`config.mk`:
```
export PLATFORM = sky130hd
export DESIGN_NAME = box_border_policy_unit
export DESIGN_NICKNAME = d
export VERILOG_FILES = /design/src/rtl/bbpu_pkg.sv /design/src/rtl/bbpu_arith.sv /design/src/rtl/bbpu_dp.sv /design/src/rtl/bbpu_ctrl.sv /design/src/rtl/box_border_policy_unit.sv
export SDC_FILE = /design/constraint.sdc
export NUM_CORES = 2
export LEC_CHECK = 0
export ABC_AREA = 1
export BUFFER_PORTS_ARGS = -buffer_cell sky130_fd_sc_hd__buf_4
export CAP_MARGIN = 10
export CORE_AREA = 8 8 494 496
export DETAILED_ROUTE_END_ITERATION = 8
export DIE_AREA = 0 0 502 504
export GPL_TIMING_DRIVEN = 0
export PLACE_DENSITY = 0.53
export RECOVER_POWER = 25
export SLEW_MARGIN = 20
export SYNTH_ARGS = -nofsm -noshare
export SYNTH_HDL_FRONTEND = slang
export SYNTH_HIERARCHICAL = 1
export SYNTH_SLANG_ARGS = --single-unit
```
`constraint.sdc`:
```
create_clock -name clk -period 36.3 [get_ports clk]
set_clock_uncertainty 0.05 [all_clocks]
set_input_delay 5.445 -clock clk [delete_from_list [all_inputs] [get_ports clk]]
set_output_delay 5.445 -clock clk [all_outputs]
set_load 0.01 [all_outputs]
```
`src/rtl/bbpu_pkg.sv`:
```
// Shared types and constants for the box border policy unit.
package bbpu_pkg;

	localparam int CW = 32;
	localparam int RND_W = 32;
	localparam int DVW = CW + 1;

	localparam int CFG_DW = (CW > 32) ? 64 : 32;
	localparam int REG_STRIDE = CFG_DW / 8;
	localparam int REG_COUNT = 8;
	localparam int REG_IDX_W = $clog2(REG_COUNT);
	localparam int ADDR_W = REG_IDX_W + $clog2(REG_STRIDE);

	localparam logic [REG_IDX_W-1:0] REG_MIN_X = 3'd0;
	localparam logic [REG_IDX_W-1:0] REG_MIN_Y = 3'd1;
	localparam logic [REG_IDX_W-1:0] REG_MIN_Z = 3'd2;
	localparam logic [REG_IDX_W-1:0] REG_MAX_X = 3'd3;
	localparam logic [REG_IDX_W-1:0] REG_MAX_Y = 3'd4;
	localparam logic [REG_IDX_W-1:0] REG_MAX_Z = 3'd5;
	localparam logic [REG_IDX_W-1:0] REG_MODE = 3'd6;
	localparam logic [REG_IDX_W-1:0] REG_SEED = 3'd7;

	localparam logic [1:0] MODE_REFLECT = 2'd0;
	localparam logic [1:0] MODE_WRAP = 2'd1;
	localparam logic [1:0] MODE_RANDOM = 2'd2;
	localparam logic [1:0] MODE_ERROR = 2'd3;

	typedef logic signed [CW-1:0] coord_t;

	typedef struct packed {
		coord_t pos_x;
		coord_t pos_y;
		coord_t pos_z;
		coord_t goal_x;
		coord_t goal_y;
		coord_t goal_z;
		coord_t vel_x;
		coord_t vel_y;
		coord_t vel_z;
		coord_t heading;
	} in_item_t;

	typedef struct packed {
		coord_t new_pos_x;
		coord_t new_pos_y;
		coord_t new_pos_z;
		coord_t new_goal_x;
		coord_t new_goal_y;
		coord_t new_goal_z;
		coord_t new_vel_x;
		coord_t new_vel_y;
		coord_t new_vel_z;
		coord_t new_heading;
		logic outside_error;
	} out_item_t;

	typedef struct packed {
		logic load;
		logic start_div;
		logic start_mul;
		logic sel_goal;
		logic wb_div;
		logic wb_empty;
		logic wb_mul;
		logic [1:0] axis;
	} ctrl_cmd_t;

	typedef struct packed {
		logic [2:0] outside;
		logic any;
		logic size_pos;
		logic done;
	} dp_stat_t;

endpackage

```
`src/rtl/bbpu_arith.sv`:
```
// Shared serial unit: restoring divider and shift-add multiplier.
module bbpu_arith
	import bbpu_pkg::*;
(
	input logic clk,
	input logic arst_n,
	input logic start,
	input logic mul,
	input logic [DVW-1:0] dividend,
	input logic [DVW-1:0] divisor,
	input logic [RND_W-1:0] multiplier,
	output logic [DVW-1:0] quo,
	output logic [DVW-1:0] rem,
	output logic [CW-1:0] prod,
	output logic done
);

	localparam int ACCW = DVW + RND_W;
	localparam int STEPS = (DVW > RND_W) ? DVW : RND_W;
	localparam int CNT_W = $clog2(STEPS + 1);

	logic busy_q, done_q, mul_q;
	logic [CNT_W-1:0] cnt_q;
	logic [DVW-1:0] rem_q, quo_q, b_q;
	logic [ACCW-1:0] acc_q;
	logic [RND_W-1:0] mbits_q;
	logic [DVW:0] shifted, diff;

	assign shifted = {rem_q, quo_q[DVW-1]};
	assign diff = shifted - {1'b0, b_q};

	always_ff @(posedge clk or negedge arst_n) begin
		if (!arst_n) begin
			busy_q <= 1'b0;
			done_q <= 1'b0;
			cnt_q <= '0;
		end else begin
			done_q <= 1'b0;
			if (start && !busy_q) begin
				busy_q <= 1'b1;
				cnt_q <= mul ? CNT_W'(RND_W) : CNT_W'(DVW);
			end else if (busy_q) begin
				cnt_q <= cnt_q - 1'b1;
				if (cnt_q == CNT_W'(1)) begin
					busy_q <= 1'b0;
					done_q <= 1'b1;
				end
			end
		end
	end

	always_ff @(posedge clk) begin
		if (start && !busy_q) begin
			mul_q <= mul;
			b_q <= divisor;
			quo_q <= dividend;
			rem_q <= '0;
			acc_q <= '0;
			mbits_q <= multiplier;
		end else if (busy_q) begin
			if (mul_q) begin
				acc_q <= {acc_q[ACCW-2:0], 1'b0} +
					(mbits_q[RND_W-1] ? {{RND_W{1'b0}}, b_q} : '0);
				mbits_q <= {mbits_q[RND_W-2:0], 1'b0};
			end else if (!diff[DVW]) begin
				rem_q <= diff[DVW-1:0];
				quo_q <= {quo_q[DVW-2:0], 1'b1};
			end else begin
				rem_q <= shifted[DVW-1:0];
				quo_q <= {quo_q[DVW-2:0], 1'b0};
			end
		end
	end

	assign quo = quo_q;
	assign rem = rem_q;
	assign prod = acc_q[RND_W +: CW];
	assign done = done_q;

endmodule

```
`src/rtl/bbpu_dp.sv`:
```
// Datapath: item registers, fold/wrap/placement arithmetic, random generator.
module bbpu_dp
	import bbpu_pkg::*;
#(
	parameter int FRAC_BITS = 16
) (
	input logic clk,
	input logic arst_n,
	input ctrl_cmd_t cmd,
	input in_item_t in_data,
	input coord_t [2:0] area_min,
	input coord_t [2:0] area_max,
	input logic [1:0] mode,
	input logic seed_wr,
	input logic [RND_W-1:0] seed_val,
	output dp_stat_t stat,
	output out_item_t res
);

	localparam int EW = CW + FRAC_BITS + 10;
	localparam logic signed [EW-1:0] C180 = EW'(180) << FRAC_BITS;
	localparam logic signed [EW-1:0] MAX_E = {{(EW-CW+1){1'b0}}, {(CW-1){1'b1}}};
	localparam logic signed [EW-1:0] MIN_E = ~MAX_E;
	localparam coord_t MAX_C = {1'b0, {(CW-1){1'b1}}};
	localparam coord_t MIN_C = {1'b1, {(CW-1){1'b0}}};

	function automatic coord_t sat_c(input logic signed [EW-1:0] x);
		if (x > MAX_E)
			return MAX_C;
		else if (x < MIN_E)
			return MIN_C;
		else
			return x[CW-1:0];
	endfunction

	function automatic logic [RND_W-1:0] xs_next(input logic [RND_W-1:0] s);
		logic [RND_W-1:0] x;
		x = s ^ (s << 13);
		x = x ^ (x >> 17);
		x = x ^ (x << 5);
		return x;
	endfunction

	coord_t pos_q [3];
	coord_t goal_q [3];
	coord_t vel_q [3];
	coord_t head_q;
	logic [2:0] outside_q;
	logic [RND_W-1:0] gen_q, gen_nx;

	logic [1:0] ax;
	coord_t lo, hi, coord;
	logic signed [CW:0] size, v;
	logic [DVW-1:0] mag, quo, rem, r, fold;
	logic neg, rnz, odd, size_pos, done;
	coord_t newc, prod, p, vel_neg;
	logic signed [EW-1:0] head_e;

	assign ax = cmd.axis;
	assign lo = area_min[ax];
	assign hi = area_max[ax];
	assign coord = cmd.sel_goal ? goal_q[ax] : pos_q[ax];
	assign size = {hi[CW-1], hi} - {lo[CW-1], lo};
	assign size_pos = !size[CW] && (size != '0);
	assign v = {coord[CW-1], coord} - {lo[CW-1], lo};
	assign neg = v[CW];
	assign mag = neg ? DVW'(-v) : DVW'(v);
	assign gen_nx = xs_next(gen_q);

	bbpu_arith u_arith (
		.clk(clk),
		.arst_n(arst_n),
		.start(cmd.start_div || cmd.start_mul),
		.mul(cmd.start_mul),
		.dividend(mag),
		.divisor(DVW'(size)),
		.multiplier(gen_nx),
		.quo(quo),
		.rem(rem),
		.prod(prod),
		.done(done)
	);

	// floor division from the magnitude result
	assign rnz = rem != '0;
	assign r = (neg && rnz) ? DVW'(size) - rem : rem;
	assign odd = (neg && rnz) ? !quo[0] : quo[0];
	always_comb begin
		fold = r;
		if (mode == MODE_REFLECT && odd)
			fold = (r == '0) ? '0 : DVW'(size) - r;
	end
	assign newc = CW'(fold) + lo;
	assign p = size_pos ? lo + prod : lo;
	assign vel_neg = (vel_q[ax] == MIN_C) ? MAX_C : -vel_q[ax];
	assign head_e = EW'(head_q);

	always_ff @(posedge clk or negedge arst_n) begin
		if (!arst_n)
			gen_q <= RND_W'(1);
		else if (seed_wr)
			gen_q <= (seed_val == '0) ? RND_W'(1) : seed_val;
		else if (cmd.start_mul)
			gen_q <= gen_nx;
	end

	always_ff @(posedge clk) begin
		if (cmd.load) begin
			pos_q[0] <= in_data.pos_x;
			pos_q[1] <= in_data.pos_y;
			pos_q[2] <= in_data.pos_z;
			goal_q[0] <= in_data.goal_x;
			goal_q[1] <= in_data.goal_y;
			goal_q[2] <= in_data.goal_z;
			vel_q[0] <= in_data.vel_x;
			vel_q[1] <= in_data.vel_y;
			vel_q[2] <= in_data.vel_z;
			head_q <= in_data.heading;
			outside_q[0] <= in_data.pos_x < area_min[0] || in_data.pos_x > area_max[0];
			outside_q[1] <= in_data.pos_y < area_min[1] || in_data.pos_y > area_max[1];
			outside_q[2] <= in_data.pos_z < area_min[2] || in_data.pos_z > area_max[2];
		end else if (cmd.wb_empty) begin
			pos_q[ax] <= lo;
			goal_q[ax] <= lo;
		end else if (cmd.wb_div) begin
			if (cmd.sel_goal) begin
				goal_q[ax] <= newc;
			end else begin
				pos_q[ax] <= newc;
				if (mode == MODE_REFLECT && odd) begin
					vel_q[ax] <= vel_neg;
					if (ax == 2'd0)
						head_q <= sat_c(C180 - head_e);
					else if (ax == 2'd1)
						head_q <= sat_c(-head_e);
				end
			end
		end else if (cmd.wb_mul) begin
			pos_q[ax] <= p;
			goal_q[ax] <= sat_c(EW'(goal_q[ax]) + EW'(p) - EW'(pos_q[ax]));
		end
	end

	assign stat.outside = outside_q;
	assign stat.any = |outside_q;
	assign stat.size_pos = size_pos;
	assign stat.done = done;

	assign res.new_pos_x = pos_q[0];
	assign res.new_pos_y = pos_q[1];
	assign res.new_pos_z = pos_q[2];
	assign res.new_goal_x = goal_q[0];
	assign res.new_goal_y = goal_q[1];
	assign res.new_goal_z = goal_q[2];
	assign res.new_vel_x = vel_q[0];
	assign res.new_vel_y = vel_q[1];
	assign res.new_vel_z = vel_q[2];
	assign res.new_heading = head_q;
	assign res.outside_error = (mode == MODE_ERROR) && (|outside_q);

endmodule

```
`src/rtl/bbpu_ctrl.sv`:
```
// Controller: sequences axes and the shared divide/multiply unit.
module bbpu_ctrl
	import bbpu_pkg::*;
(
	input logic clk,
	input logic arst_n,
	input logic in_valid,
	input logic out_free,
	input logic [1:0] mode,
	input dp_stat_t stat,
	output logic in_stall,
	output logic load_out,
	output ctrl_cmd_t cmd
);

	localparam logic [2:0] ST_IDLE = 3'd0;
	localparam logic [2:0] ST_AXIS = 3'd1;
	localparam logic [2:0] ST_WAIT_P = 3'd2;
	localparam logic [2:0] ST_GO_G = 3'd3;
	localparam logic [2:0] ST_WAIT_G = 3'd4;
	localparam logic [2:0] ST_WAIT_R = 3'd5;
	localparam logic [2:0] ST_NEXT = 3'd6;
	localparam logic [2:0] ST_FINISH = 3'd7;

	logic [2:0] state_q, state_d;
	logic [1:0] ax_q, ax_d;

	always_comb begin
		state_d = state_q;
		ax_d = ax_q;
		cmd = '0;
		cmd.axis = ax_q;
		load_out = 1'b0;
		in_stall = state_q != ST_IDLE;
		case (state_q)
			ST_IDLE: begin
				if (in_valid) begin
					cmd.load = 1'b1;
					ax_d = 2'd0;
					state_d = ST_AXIS;
				end
			end
			ST_AXIS: begin
				if (mode inside {MODE_REFLECT, MODE_WRAP}) begin
					if (!stat.outside[ax_q])
						state_d = ST_NEXT;
					else if (!stat.size_pos) begin
						cmd.wb_empty = 1'b1;
						state_d = ST_NEXT;
					end else begin
						cmd.start_div = 1'b1;
						state_d = ST_WAIT_P;
					end
				end else if (mode == MODE_RANDOM && stat.any) begin
					cmd.start_mul = 1'b1;
					state_d = ST_WAIT_R;
				end else begin
					state_d = ST_FINISH;
				end
			end
			ST_WAIT_P: begin
				if (stat.done) begin
					cmd.wb_div = 1'b1;
					state_d = ST_GO_G;
				end
			end
			ST_GO_G: begin
				cmd.sel_goal = 1'b1;
				cmd.start_div = 1'b1;
				state_d = ST_WAIT_G;
			end
			ST_WAIT_G: begin
				cmd.sel_goal = 1'b1;
				if (stat.done) begin
					cmd.wb_div = 1'b1;
					state_d = ST_NEXT;
				end
			end
			ST_WAIT_R: begin
				if (stat.done) begin
					cmd.wb_mul = 1'b1;
					state_d = ST_NEXT;
				end
			end
			ST_NEXT: begin
				if (ax_q == 2'd2)
					state_d = ST_FINISH;
				else begin
					ax_d = ax_q + 2'd1;
					state_d = ST_AXIS;
				end
			end
			ST_FINISH: begin
				if (out_free) begin
					load_out = 1'b1;
					state_d = ST_IDLE;
				end
			end
			default: state_d = ST_IDLE;
		endcase
	end

	always_ff @(posedge clk or negedge arst_n) begin
		if (!arst_n) begin
			state_q <= ST_IDLE;
			ax_q <= 2'd0;
		end else begin
			state_q <= state_d;
			ax_q <= ax_d;
		end
	end

endmodule

```
`src/rtl/box_border_policy_unit.sv`:
```
// Top level: configuration registers, output register, controller and datapath.
//
//  channel  dir  handshake          payload
//  in       in   in_valid/in_stall  in_data (in_item_t)
//  out      out  out_valid/out_stall out_data (out_item_t)
//  cfg      in   APB psel/penable   paddr, pwdata, prdata
//
// One request at a time. An axis that needs folding costs two 33-step
// passes of the shared serial divider, each with its own start and write-back;
// a placement costs one 32-step multiply per axis.
// Reset is asynchronous; it clears the controller and loads the generator with 1.
// A finished result waits in the output register while the next request is taken.
module box_border_policy_unit
	import bbpu_pkg::*;
#(
	parameter int FRAC_BITS = 16
) (
	input logic clk,
	input logic arst_n,
	input logic in_valid,
	output logic in_stall,
	input in_item_t in_data,
	output logic out_valid,
	input logic out_stall,
	output out_item_t out_data,
	input logic psel,
	input logic penable,
	input logic pwrite,
	input logic [ADDR_W-1:0] paddr,
	input logic [CFG_DW-1:0] pwdata,
	output logic [CFG_DW-1:0] prdata,
	output logic pready
);

	localparam coord_t MAX_COORD = {1'b0, {(CW-1){1'b1}}};

	coord_t [2:0] min_q, max_q;
	logic [1:0] mode_q;
	logic [RND_W-1:0] seed_q;
	logic [REG_IDX_W-1:0] idx;
	logic wr, seed_wr, out_free, load_out, out_valid_q;
	out_item_t out_q, res;
	ctrl_cmd_t cmd;
	dp_stat_t stat;

	assign pready = 1'b1;
	assign idx = paddr[ADDR_W-1 -: REG_IDX_W];
	assign wr = psel && penable && pwrite;
	assign seed_wr = wr && idx == REG_SEED;

	always_ff @(posedge clk or negedge arst_n) begin
		if (!arst_n) begin
			min_q <= '0;
			max_q <= {3{MAX_COORD}};
			mode_q <= MODE_REFLECT;
			seed_q <= RND_W'(1);
		end else if (wr) begin
			case (idx)
				REG_MIN_X: min_q[0] <= pwdata[CW-1:0];
				REG_MIN_Y: min_q[1] <= pwdata[CW-1:0];
				REG_MIN_Z: min_q[2] <= pwdata[CW-1:0];
				REG_MAX_X: max_q[0] <= pwdata[CW-1:0];
				REG_MAX_Y: max_q[1] <= pwdata[CW-1:0];
				REG_MAX_Z: max_q[2] <= pwdata[CW-1:0];
				REG_MODE: mode_q <= pwdata[1:0];
				REG_SEED: seed_q <= pwdata[RND_W-1:0];
				default: ;
			endcase
		end
	end

	always_comb begin
		case (idx)
			REG_MIN_X: prdata = CFG_DW'(min_q[0]);
			REG_MIN_Y: prdata = CFG_DW'(min_q[1]);
			REG_MIN_Z: prdata = CFG_DW'(min_q[2]);
			REG_MAX_X: prdata = CFG_DW'(max_q[0]);
			REG_MAX_Y: prdata = CFG_DW'(max_q[1]);
			REG_MAX_Z: prdata = CFG_DW'(max_q[2]);
			REG_MODE: prdata = CFG_DW'(mode_q);
			REG_SEED: prdata = CFG_DW'(seed_q);
			default: prdata = '0;
		endcase
	end

	assign out_free = !out_valid_q || !out_stall;

	bbpu_ctrl u_ctrl (
		.clk(clk),
		.arst_n(arst_n),
		.in_valid(in_valid),
		.out_free(out_free),
		.mode(mode_q),
		.stat(stat),
		.in_stall(in_stall),
		.load_out(load_out),
		.cmd(cmd)
	);

	bbpu_dp #(.FRAC_BITS(FRAC_BITS)) u_dp (
		.clk(clk),
		.arst_n(arst_n),
		.cmd(cmd),
		.in_data(in_data),
		.area_min(min_q),
		.area_max(max_q),
		.mode(mode_q),
		.seed_wr(seed_wr),
		.seed_val(pwdata[RND_W-1:0]),
		.stat(stat),
		.res(res)
	);

	always_ff @(posedge clk or negedge arst_n) begin
		if (!arst_n)
			out_valid_q <= 1'b0;
		else if (load_out)
			out_valid_q <= 1'b1;
		else if (!out_stall)
			out_valid_q <= 1'b0;
	end

	always_ff @(posedge clk) begin
		if (load_out)
			out_q <= res;
	end

	assign out_valid = out_valid_q;
	assign out_data = out_q;

endmodule

```
==> Word level (Yosys, flattened, before mapping) <==
Memory sizes are Yosys's and may differ from the RTL's. A register that Yosys moved wholly into a read port is not among the register bits.
Index checks and enable logic that the tools add are counted.
{ "word_totals": {"reg_bits": 536, "ramBits": 288, "inputBits": 364, "out_inout_bits": 356, "elab_cells": 279, "n_memories": 3} }
{ "classes": {"add_sub_neg": 16, "order_cmp": 13, "eq_ne": 30, "n_mux": 126, "bitwise": 8, "reduce_logical": 58} }
{ "mem_list": {"columns": ["name", "depth", "word_bits", "read_ports", "rd_ports_with_merged_regs", "write_ports", "line", "rtl"], "rows": [
  ["u_dp.goal_q", 3, 32, 4, 3, 3, "bbpu_dp.sv:45", "coord_t goal_q [3];"],
  ["u_dp.pos_q", 3, 32, 4, 3, 3, "bbpu_dp.sv:44", "coord_t pos_q [3];"],
  ["u_dp.vel_q", 3, 32, 4, 3, 3, "bbpu_dp.sv:46", "coord_t vel_q [3];"]
]} }
{ "op_table": {"columns": ["op", "n"], "rows": [
  ["$mux 32", 37],
  ["$pmux 32 s8", 1],
  ["$mux 33", 7],
  ["$gt 58x32->1 const B", 3],
  ["$lt 58x32->1 const B", 3],
  ["$bmux 32 s2", 2],
  ["$gt 32x32->1", 3],
  ["$lt 32x32->1", 3],
  ["$reduce_or 32->1", 3],
  ["$reduce_bool 33->1", 2],
  ["$sub 32x32->33", 2],
  ["$add 32x32->32", 2],
  ["$add 64x33->64", 1],
  ["$xor 32x32->32", 2],
  ["$mux 1", 59],
  ["$neg 32->58", 1],
  ["$sub 33x32->34", 1],
  ["$sub 34x33->34", 1],
  ["$add 32x32->33", 1],
  ["$logic_not 33->1", 1],
  ["$neg 33->33", 1],
  ["$sub 25x32->33 const A", 1],
  ["$sub 33x33->33", 1],
  ["$eq 32x32->1 const B", 1],
  ["other kinds (37)", 112]
]} }

==> Depth between registers and ports, before layout <==
{ "depth": {"depth_word": 17, "ltp_mapped": 66, "depth_no_buf": 60} }

==> Modules after synthesis <==
The synthesis kept the hierarchy.
{ "by_module_without_submodules": {"columns": ["mod", "n_inst", "cells_per_inst", "area_each_um2", "seq_area_each_um2"], "rows": [
  ["bbpu_dp", 1, 6327, 45864.0, 13384.1],
  ["box_border_policy_unit", 1, 1604, 20218.1, 15437.3],
  ["bbpu_arith", 1, 2442, 15633.7, 5114.9],
  ["bbpu_ctrl", 1, 80, 469.2, 125.1]
]} }

==> Least setup slack after synthesis <==
Ideal clock, no wire load.
{ "synth_timing": {"path_kind": "input to register", "from": "input out_stall", "to": "register out_q (netlist bit out_data[0]), enable pin", "setup_time_ns": 1.793, "arrival_ns": 35.642, "t_required_ns": 34.457, "setup_slack_ns": -1.185, "stages": 3, "path_buffers": 0, "cell_sequence": "nand2_1 > inv_1 > nor4_1"} }
{ "synth_via": {"elab_chain_cells": 4} }
{ "synth_lines": {"columns": ["element", "line", "rtl"], "rows": [
  ["from (decl)", "box_border_policy_unit.sv:24", "input logic out_stall,"],
  ["$logic_not 1->1", null, null],
  ["$logic_or 1x1->1", "box_border_policy_unit.sv:86", "assign out_free = !out_valid_q || !out_stall;"],
  ["$mux 1", "bbpu_ctrl.sv:94", "if (out_free) begin"],
  ["$mux 1", "bbpu_ctrl.sv:35", "case (state_q)"],
  ["via load_out", "box_border_policy_unit.sv:41", "logic wr, seed_wr, out_free, load_out, out_valid_q;"],
  ["to (signal assigned)", "box_border_policy_unit.sv:125", "out_q <= res;"],
  ["to (decl)", "box_border_policy_unit.sv:42", "out_item_t out_q, res;"]
]} }
The timed path passes the listed nets, and every way through them passes these cells.
A chain may end at the register's enable or synchronous reset.

==> run_results.csv <==
group,metric,value,unit
setup_path,worst_ep_required_time,36920,ps
routing,wl_per_cell,28.7,µm
clocking,clkSinkCount,1208,
run_status,outcome,"finished, violations left",
setup_path,timing.setup.critical_path_class,"reg -> reg",
yosys,synthArstFlopShare,22.5,%
clocking,cts_resized,0,
clocking,htreeDepth,4,
timing,fmaxAchievable,0.0627,GHz
global_route,globalRouteOverflowTotal,0,
yosys,synth_edf_count,839,
timing,rsz_0062_raised_after_global_routing,"false",
global_route,global_route.usage.met3,6.03,%
final_layout,finish.instance_area,0.0972,mm²
routing,drt_drc_violations_left,0,
die,die-height,504,µm
setup_path,cp_slowest_cell,"clkbuf_1",
clocking,cts_post_setup_buffers_inserted,0,
job,drv.max_cap_violation_count,4,
global_route,grt.met1_usage,41.8,%
placement,gp_routability_congestion,1.01,
setup_path,worstSetupPathDepth,59,
pwr,p_per_area,37.4,mW/mm²
timing,number_of_pins_exceeding_their_max_slew_limit_in_the_final_report,279,
routing,drt-pass1-iter-count,9,
global_route,vias_in_the_first_global_route,76980,
yosys,yosys_warnings,6,
yosys,synth_area_leaders,"edfxtp_1, nand2_1, ha_1",
clocking,cts_made_buffers,144,
yosys,synth_seq_cells,1208,
clocking,clock_tree.root_cell,"clkbuf_16",
setup_path,worst-path-max-fanout,10,
yosys,post-synth-top-area-cell,"edfxtp_1",
placement,placedCellCount,14391,
global_route,gr-usage-met2,50.3,%
yosys,synth_area,0.0822,mm²
yosys,yosys.area.top_type_share,30.7,%
final_layout,most_frequent_cells_in_the_layout,"nand2_1, inv_1, edfxtp_1",
hold_path,min_delay_path_depth,0,
placement,placement.io_buffers,715,
clocking,cts_tree,"yes",
timing,tightestPinTransition,5170,ps
yosys,synth_nets,11338,
yosys,synth.lib_cells_used.distinct,79,
die,die_w,502,µm
die,dieArea,0.253,mm²
pwr,ir_drop,0.0475,mV
final_layout,drive_gt1_share,13.3,%
yosys,postSynthAreaPerCell,7.86,µm²
setup_path,number_of_cells_on_the_worst_reg_to_reg_path,59,
setup_path,timing.critical_path.slowest_cell_delay,1030,ps
die,floorplan.initialDensity,34.8,%
setup_path,critical-path-top-delay-family,"buffers and inverters",
yosys,post_synth_inst_count,10453,
clocking,clk_path_buf_depth,3,
run_status,violations,"max-capacitance violations, max-slew violations",
die,total_number_of_placement_rows,179,
final_layout,fin_cells,14670,
setup_path,critPathMostFrequentCell,"nand2_1",
clocking,clkSlewWorstSetupHoldPaths,80,ps
global_route,grt-busiest-layer,"met2",
setup_path,worst-r2r-setup-slack,20350,ps
final_layout,layout-area-overhead-vs-synth,18.3,%
hold_path,holdCritPathClass,"reg -> reg",
routing,drtAntennaViolNets,0,
die,design.portCount,720,
setup_path,startpoint_type,"register",
setup_path,cp_data_arrival_time,16580,ps
timing,setup_violations_final,0,
timing,hold_viol,0,
placement,place_area,0.0925,mm²
clocking,clk_latency,850,ps
global_route,grt_util_all_layers,31.7,%
timing,final.period_utilization,44.0,%
yosys,synth.yosys.seq_area_share,41.4,%
routing,postRouteWirelength,421000,µm
timing,max-slew-margin-rel,-245,%
placement,detailedPlacementHpwl,347000,µm
global_route,grt_start_max_net_pins,92,
routing,first_iter_violations,9123,
setup_path,critPathCaptureType,"register",
yosys,synth-main-ff-cell,"edfxtp_1",
routing,route.detailed.vias_per_inst,5.50,
placement,place_worst_setup_slack,20970,ps
pwr,cellLeakagePower,0.0455,µW
final_layout,mostFrequentLayoutCell,"nand2_1",
setup_path,number_of_buffer_and_inverter_stages_on_the_critical_path,13,
die,coreArea,0.236,mm²
final_layout,final_layout_net_count,12256,
global_route,grt_pass1_wl,581000,µm
routing,detailroute.via_count,80738,
global_route,number_of_antenna_violations_at_the_first_check_in_global_routing,27,
timing,finalWorstSetupSlack,20350,ps
clocking,postCtsHoldBufs,0,
timing,final_critical_path_required_period,15950,ps
[cells by family (layout without fill, tap and decap cells)]
| group | after synthesis | in the layout | share of synthesized area [%] |
|---|---|---|---|
| compound gates | 1630 | 1630 | 12.1 |
| xor+xnor | 345 | 345 | 3.68 |
| fa+ha+maj | 521 | 521 | 8.30 |
| buf+inv | 1767 | 2807 | 8.70 |
| flops | 1208 | 1208 | 41.4 |
| other cells | 1 | 11 | 0.00456 |
| simple gates | 4981 | 4981 | 25.8 |
[worst paths after layout]
kind                                        startpoint                             to
min reg2reg                u_dp/pos_q[1][29]$_DFFE_PP_        out_data[286]$_DFFE_PP_
min in group asynchronous                       arst_n         seed_q[20]$_DFFE_PN0P_
min                        u_dp/pos_q[1][29]$_DFFE_PP_        out_data[286]$_DFFE_PP_
max in group asynchronous                       arst_n  u_dp/u_arith/busy_q$_DFF_PN0_
max                         u_ctrl/ax_q[0]$_DFFE_PN0P_   u_dp/goal_q[2][24]$_DFFE_PP_
max reg2reg                 u_ctrl/ax_q[0]$_DFFE_PN0P_   u_dp/goal_q[2][24]$_DFFE_PP_
[worst reg2reg max path: cells and delay by family, from the launching register on]
family,cells,cell delay (ps)
buf+inv,13,5570
flops,1,500
xor+xnor,2,1460
simple gates,28,3820
fa+ha+maj,3,1130
compound gates,13,3330
[cell type report]
cell class / count / area, µm²
Sequential cell: 1208 / 34100
Clock buffer: 190 / 3950
Tap cell: 3167 / 3960
Timing Repair Buffer: 772 / 6120
Inverter: 1382 / 5190
Antenna cell: 10 / 25.0
Clock inverter: 78 / 928
Multi-Input combinational cell: 7478 / 41000
Buffer: 385 / 1950
Fill cell: 24330 / 139000
[power breakdown]
group	switching (µW)	total [µW]	internal, µW
logic	333	518	184
clock network	657	1500	840
registers	77.8	1620	1550
[stage by stage]
stage | power, µW | hold slack [ps] | util (%) | TNS, ps
after floorplan | 1920 | 376 | - | 0
after global placement | 2140 | 384 | 38.7 | -1850
after detailed placement | 2160 | 384 | 39.1 | 0
after CTS | 3650 | 377 | 41.2 | 0
after global routing | 3760 | 387 | 41.1 | 0
final | 3640 | 381 | 41.1 | 0
[layer usage]
| layer | share of wire (%) | vias to the layer above |
|---|---|---|
| met5 | 0.039 | - |
| met1 | 41 | 39354 |
| met3 | 8.7 | 697 |
| li1 | - | 36560 |
| met2 | 44 | 4113 |
| met4 | 5.8 | 14 |
[flip-flops by register name, summed over array words and instances, names as in the netlist, 33 cells and up]
register            flops
out_data              321
u_dp/vel_q            128
u_dp/u_arith/quo       33
max_q                  96
u_dp/goal_q           128
u_dp/u_arith/acc_q     64
min_q                  96
u_dp/u_arith/rem       33
u_dp/pos_q            128
u_dp/u_arith/b_q       33
[synthesized netlist by cell type (all sizes together) (4+ instances only)]
cell	instances
nand3b	24
o21a	46
dfxtp	97
fa	40
o22ai	43
a221oi	57
or2	29
a21boi	19
a211oi	13
dfstp	95
o21bai	39
ha	481
a21o	18
nor4	42
nand4	200
a21oi	537
a22o	45
xor2	220
edfxtp	839
nor2	772
buf	208
nor3	101
a22oi	114
clkinv	4
o211ai	31
a31oi	60
and2	24
xnor2	125
clkbuf	177
dfrtp	177
inv	1378
o31ai	9
o21ai	515
nand2	3246
o2111ai	30
nand3	535
o221ai	44
Note: power is estimated with default switching activity, not from simulation.
